--- config.mk ---
export PLATFORM = sky130hd
export DESIGN_NAME = iida_cell
export DESIGN_NICKNAME = d
export VERILOG_FILES = /design/src/hdl/iida_pkg.sv /design/src/hdl/iida_cell.sv
export SDC_FILE = /design/constraint.sdc
export NUM_CORES = 1
export LEC_CHECK = 0
export ABC_AREA = 1
export BUFFER_PORTS_ARGS = -buffer_cell sky130_fd_sc_hd__buf_2
export CAP_MARGIN = 20
export CORE_MARGIN = 1.5
export CORE_UTILIZATION = 30
export DETAILED_ROUTE_END_ITERATION = 8
export PLACE_DENSITY = 0.62
export SLEW_MARGIN = 20
export SYNTH_ARGS = -nofsm -noshare
export SYNTH_HDL_FRONTEND = slang
export SYNTH_SLANG_ARGS = --single-unit
export TNS_END_PERCENT = 100
--- constraint.sdc ---
create_clock -name clk -period 5.2 [get_ports clk]
set_clock_uncertainty 0.2 [all_clocks]
set_input_delay 1.04 -clock clk [delete_from_list [all_inputs] [get_ports clk]]
set_output_delay 1.04 -clock clk [all_outputs]
set_load 0.05 [all_outputs]
--- src/hdl/iida_pkg.sv ---
// Shared types and constants for the indexed insert/delete array.
`timescale 1ns / 1ps
package iida_pkg;
	localparam int CAPACITY = 128;
	localparam int DATA_W = 32;
	localparam int POS_W = 8;
	localparam int CNT_OUT_W = 8;
	localparam int CNT_W = $clog2(CAPACITY + 1);
	localparam int CMP_W = (CNT_W > POS_W) ? CNT_W : POS_W;
	localparam int GROUP = 8;
	localparam int NGROUP = (CAPACITY + GROUP - 1) / GROUP;

	typedef enum logic [1:0] {
		REQ_READ = 2'd0,
		REQ_INSERT = 2'd1,
		REQ_REMOVE = 2'd2,
		REQ_CLEAR = 2'd3
	} req_type_t;

	typedef enum logic [1:0] {
		ST_OK = 2'd0,
		ST_BAD_INDEX = 2'd1,
		ST_FULL = 2'd2
	} status_t;

	typedef struct packed {
		logic ins;
		logic rem;
		logic rd;
		logic [CMP_W-1:0] pos;
		logic signed [DATA_W-1:0] value;
	} cell_ctrl_t;

	typedef struct packed {
		status_t status;
		logic [CNT_OUT_W-1:0] count;
	} rsp_ctl_t;
endpackage

--- src/hdl/iida_cell.sv ---
// One storage cell of the array: holds one element, shifts to/from its neighbors.
`timescale 1ns / 1ps
module iida_cell
	import iida_pkg::*;
(
	input  logic clk,
	input  logic [CMP_W-1:0] idx,
	input  cell_ctrl_t ctrl,
	input  logic signed [DATA_W-1:0] left_value,
	input  logic signed [DATA_W-1:0] right_value,
	output logic signed [DATA_W-1:0] value,
	output logic signed [DATA_W-1:0] read_tap
);
	logic signed [DATA_W-1:0] value_q;
	logic at_pos;
	logic above_pos;

	assign at_pos = (idx == ctrl.pos);
	assign above_pos = (idx > ctrl.pos);

	always_ff @(posedge clk) begin
		if (ctrl.ins) begin
			if (above_pos) begin
				value_q <= left_value;
			end else if (at_pos) begin
				value_q <= ctrl.value;
			end
		end else if (ctrl.rem) begin
			if (above_pos || at_pos) begin
				value_q <= right_value;
			end
		end
	end

	assign value = value_q;
	assign read_tap = (ctrl.rd && at_pos) ? value_q : '0;
endmodule

==> results.py, run 1 <==
metrics = {
    "layout": {
        "layout_commonest_cell": "buf_2",
        "seq_area_um2": 960.9,
        "largest_register_ffs": 32,
        "drive_gt1_share_pct": 35.39,
        "final_cell_mix": "179 x buf_2, 109 x inv_1, 105 x nand2_1, 64 x nand3_1, 33 x nor2_1",
        "instances_no_fill": 656,
        "multi_input_area_mm2": 0.001013,
        "finalInstanceArea_mm2": 0.003518,
        "fillers": 869,
        "nets": 675,
        "area_delta_synth_final_pct": 40.32,
        "num_antenna_cells": 0,
    },
    "pwr": {
        "powerDensity_mw_per_mm2": 255.3,
        "leakage_nw": 2.302,
        "ir_worst_vdd_uv": 99.57,
        "p_total_uw": 898.3,
    },
    "timing": {
        "fin_crit_ps": 3995,
        "tightest_slew_ps": 992.7,
        "fmax_ghz": 0.2503,
        "rsz0062_at_grt": "false",
        "fin_tns_setup_ps": 0,
        "setup_viol_count_final": 0,
        "slew_headroom_pct": 33.74,
        "hold_viol": 0,
        "timing.hold.ws_ps": 835.1,
        "maxSlewViolCount": 0,
        "period_share_pct": 76.82,
    },
    "floorplan": {
        "pin_count": 180,
        "rows": 33,
        "die_x_um": 94.42,
        "die_h_um": 94.42,
        "start_util_pct": 30.67,
        "die-area_mm2": 0.008915,
        "coreArea_mm2": 0.008175,
    },
    "grt": {
        "grt_max_degree": 35,
        "antenna_found_initial": 0,
        "grt_pass1_vias": 2532,
        "grt_pass1_wl_um": 11360,
        "overflow": 0,
        "grt.total_usage_pct": 16.54,
    },
    "drt": {
        "dr.pass1.iters": 4,
        "drt-total-wl_um": 7555,
        "wire_per_inst_um": 11.52,
        "drt-initial-drc-count": 57,
        "drtAntennaViolNets": 0,
        "drc": 0,
        "detail_route.vias_per_cell": 4.297,
        "vias": 2819,
    },
    "clock_tree": {
        "postCtsSetupRepairBufs": 0,
        "clockBufferDepth": 2,
        "clock-sinks": 32,
        "post_cts_resized": 0,
        "cts_tree": "yes",
        "numCtsBuffers": 5,
        "path_clk_slew_ps": 70,
        "cts_hold_buffers": 0,
        "htreeDepth": 2,
        "clk_root_buffer_cell": "clkbuf_8",
    },
    "yosys": {
        "synth_warnings": 0,
        "syn_avg_cell_area_um2": 6.581,
        "ys_seq_area_share_pct": 38.32,
        "synth_cell_types": 18,
        "synth_cells": 381,
        "syn_nets": 505,
        "synth_area_mm2": 0.002507,
        "ys_ff_latch": 32,
    },
    "worst_setup_path": {
        "path_max_fanout": 32,
        "critPathLaunch": "idx[7]",
        "cp.depth": 9,
        "crit_buf_inv": 3,
        "worstPathCellList": "buf_2 -> ha_1 -> nand2_1 -> nor2_2 -> nand4_4 -> inv_2 -> nand2_2 -> nor2_1 -> buf_2",
        "worstSetupPathType": "input port to output pin",
        "cp_common_cell": "buf_2",
        "critPathMaxStageDelay_ps": 360,
        "arrival_ps": 2750,
        "cp_slowest_cell": "nand2_2",
        "crit_end": "read_tap[8]",
        "cp_top_family": "simple AND/OR/NAND/NOR gates",
        "crit_path_start_kind": "input port",
        "end_kind": "output pin",
        "required_ps": 3960,
    },
    "run_status": {
        "outcome": "completed",
    },
    "placed_design": {
        "place.port_buffers": 179,
        "gp_congestion": 0.8647,
        "dpl_cell_area_mm2": 0.003441,
        "dp_hpwl_um": 5794,
        "placedCellCount": 649,
    },
    "flow_run": {
        "maxCapViolCount": 0,
    },
    "worst_hold_path": {
        "hold_class": "input port to flip-flop",
    },
}
per-stage QoR:
step	util [%]	setup WS, ps
floorplan	-	1291
global placement	42.09	1265
detailed placement	42.09	1180
CTS	43.04	1175
global route	43.04	1049
finish	43.04	1205
layer usage:
layer | routed length, um | vias up | GRT usage (%) | part of all wire (%)
met5 | 0 | - | 0 | 0
met4 | 97 | 0 | 5.348 | 1.3
met3 | 459 | 8 | 3.140 | 6.1
met2 | 3831 | 91 | 30.76 | 51
met1 | 3166 | 1255 | 18.88 | 42
li1 | - | 1465 | - | -
cells by family (layout without fill, tap and decap cells):
group                      count (synthesis)  after routing  share of synthesized area (%)
AOI/OAI and AO/OA                          4              4                         0.9484
DFF                                       32             32                          38.32
buffers and inverters                    130            300                          21.26
adders and majority gates                  8              8                          3.992
and+or+nand+nor                          207            207                          35.48
final cells by class:
cell class	count	area share, %
timing repair buffer	182	26.10
multi-input combinational	219	28.81
clock inverter	1	0.1422
sequential	32	27.31
inverter	111	11.84
tap	105	3.734
clock buffer	6	2.063
report_power, final:
| group | internal (mW) | switching, mW | leakage, nW |
|---|---|---|---|
| logic | 0.100 | 0.262 | 1.96 |
| registers | 0.337 | 0.0210 | 0.301 |
| clock network | 0.0909 | 0.0868 | 0.0410 |
synth_stat cells:
cell type | count | area (um^2)
o22ai_1 | 1 | 6.260
a21o_1 | 1 | 7.510
edfxtp_1 | 32 | 960.9
nand4_4 | 1 | 21.27
nand2_1 | 105 | 394.1
buf_6 | 3 | 33.78
inv_1 | 109 | 409.1
buf_4 | 3 | 22.52
clkbuf_1 | 4 | 15.01
nand2_4 | 1 | 11.26
buf_2 | 9 | 45.04
nor2_1 | 33 | 123.9
a21oi_1 | 2 | 10.01
inv_2 | 2 | 7.510
nand3_1 | 64 | 320.3
nand2_2 | 2 | 12.51
ha_1 | 8 | 100.1
nor2_2 | 1 | 6.260
how the worst min path moves through the flow:
stage | startpoint | end | depth (start not counted)
after floorplan | right_value[0] | value[0] | 2
after global placement | right_value[25] | value[25] | 3
after detailed placement | right_value[1] | value[1] | 3
after CTS | right_value[13] | value[13] | 3
after global routing | right_value[11] | value[11] | 3
final | right_value[27] | value[27] | 3
(Power assumes the default switching activity.)
==> inputs of run 2 (changes only) <==
PLACE_DENSITY = 0.64   (was 0.62)
clock period = 3.45 ns   (was 5.2 ns; I/O delays follow)
==> run 2 against run 1 <==
Effect of this change:
- worst hold slack worse by 360 ps
- largest power group unchanged
- power up 61%
- via count up 0.46%
- die area unchanged
- wire length up 1.5%
- setup slack worse by 840 ps
- largest cell class unchanged
- utilization up 0.73 points
- first-iteration DRC count up 89%
==> results.py, run 2 (same netlist as run 1, synthesis figures left out) <==
metrics = {
    "layout": {
        "layout_commonest_cell": "buf_2",
        "final_cell_mix": "179 x buf_2, 109 x inv_1, 105 x nand2_1, 64 x nand3_1, 33 x nor2_1",
        "fin_util_pct": 43.77,
        "num_antenna_cells": 0,
        "largest_register_ffs": 32,
        "finalInstanceArea_mm2": 0.003578,
        "area_delta_synth_final_pct": 42.71,
        "nets": 679,
        "drive_gt1_share_pct": 35.97,
    },
    "flow_run": {
        "maxCapViolCount": 0,
    },
    "drt": {
        "drt-total-wl_um": 7666,
        "drc": 0,
        "drtAntennaViolNets": 0,
        "detail_route.vias_per_cell": 4.284,
        "dr.pass1.iters": 4,
        "drt-initial-drc-count": 108,
        "wire_per_inst_um": 11.60,
        "vias": 2832,
    },
    "worst_setup_path": {
        "cp_top_family": "buffers and inverters",
        "arrival_ps": 2200,
        "end_kind": "output pin",
        "crit_buf_inv": 4,
        "cp_slowest_cell": "ha_1",
        "cp_common_cell": "buf_2",
        "required_ps": 2560,
        "worstPathCellList": "buf_2 -> ha_1 -> nand2_1 -> nor2_2 -> nand4_4 -> inv_2 -> nand2_2 -> buf_4 -> nor2_1 -> buf_2",
        "worstSetupPathType": "input port to output pin",
        "path_max_fanout": 32,
        "critPathMaxStageDelay_ps": 290,
        "crit_path_start_kind": "input port",
    },
    "timing": {
        "period_share_pct": 89.48,
        "hold_viol": 0,
        "tightest_slew_ps": 501.6,
        "rsz0062_at_grt": "false",
        "slew_headroom_pct": 66.44,
        "fin_crit_ps": 3087,
        "fin_tns_setup_ps": 0,
        "fmax_ghz": 0.3239,
        "setup_viol_count_final": 0,
        "maxSlewViolCount": 0,
    },
    "pwr": {
        "switchingPower_uw": 568.0,
        "clkPwrFrac_pct": 24.2,
        "swShare_pct": 39.34,
        "pwr-share-comb_pct": 38.4,
        "leakage_nw": 2.335,
        "pwr-share-seq_pct": 37.4,
        "ir_worst_vdd_uv": 135.1,
        "p_int_uw": 875.7,
        "powerDensity_mw_per_mm2": 403.5,
    },
    "grt": {
        "grt_util_met3_pct": 3.060,
        "use_met1_pct": 20.23,
        "grt_max_degree": 34,
        "busiest_layer": "met2",
        "antenna_found_initial": 0,
        "overflow": 0,
        "grt_pass1_wl_um": 11290,
        "grt.total_usage_pct": 16.63,
        "grt_pass1_vias": 2437,
        "use_met2_pct": 28.48,
    },
    "floorplan": {
        "start_util_pct": 30.67,
        "coreArea_mm2": 0.008175,
        "die-area_mm2": 0.008915,
        "pin_count": 180,
        "die_x_um": 94.42,
        "die_h_um": 94.42,
        "rows": 33,
    },
    "clock_tree": {
        "clock-sinks": 32,
        "htreeDepth": 2,
        "numCtsBuffers": 5,
        "cts_tree": "yes",
        "clk_root_buffer_cell": "clkbuf_8",
        "post_cts_resized": 0,
        "clockBufferDepth": 2,
        "postCtsSetupRepairBufs": 0,
        "cts_hold_buffers": 0,
        "path_clk_slew_ps": 70,
    },
    "run_status": {
        "outcome": "completed",
    },
    "placed_design": {
        "gp_congestion": 0.8508,
        "dpl_cell_area_mm2": 0.003471,
        "place.port_buffers": 179,
        "dp_hpwl_um": 5965,
    },
    "worst_hold_path": {
        "hold_class": "input port to flip-flop",
    },
}
[run 2: power groups by stage]
stage	Clock [mW]	Combinational, mW	Sequential (mW)
final	0.350	0.554	0.540
after global routing	0.375	0.604	0.547
after CTS	0.358	0.558	0.541
after detailed placement	0	0.556	0.549
after global placement	0	0.553	0.548
after floorplan	0	0.185	0.758
[run 2: final cells by class]
cell class	instances	area [um^2]
clock buffer	6	72.57
clock inverter	2	35.03
fill	878	4597
inverter	111	416.7
multi-input combinational	219	1013
sequential	32	960.9
tap	105	131.4
timing repair buffer	186	948.4
[run 2: worst paths after layout]
check                        from           end  slack [ps]  depth (start not counted)
setup / recovery           idx[7]  read_tap[25]         360                         10
hold / removal    right_value[24]     value[24]         470                          3
[run 2: routing by layer]
layer	share of wire [%]	vias up
li1	-	1472
met1	41	1230
met3	6.8	18
met4	3.0	0
met5	0	-
met2	49	112
[run 2: through the flow]
| step | hold slack [ps] | power, mW | worst slack, ps | instances |
|---|---|---|---|---|
| after floorplan | 675.9 | 0.9435 | 241.0 | 381 |
| after global placement | 763.1 | 1.101 | 389.2 | 653 |
| after detailed placement | 765.0 | 1.106 | 337.0 | 653 |
| after CTS | 468.8 | 1.458 | 335.3 | 661 |
| after global routing | 468.7 | 1.527 | 211.6 | 661 |
| final | 473.7 | 1.444 | 363.0 | 661 |
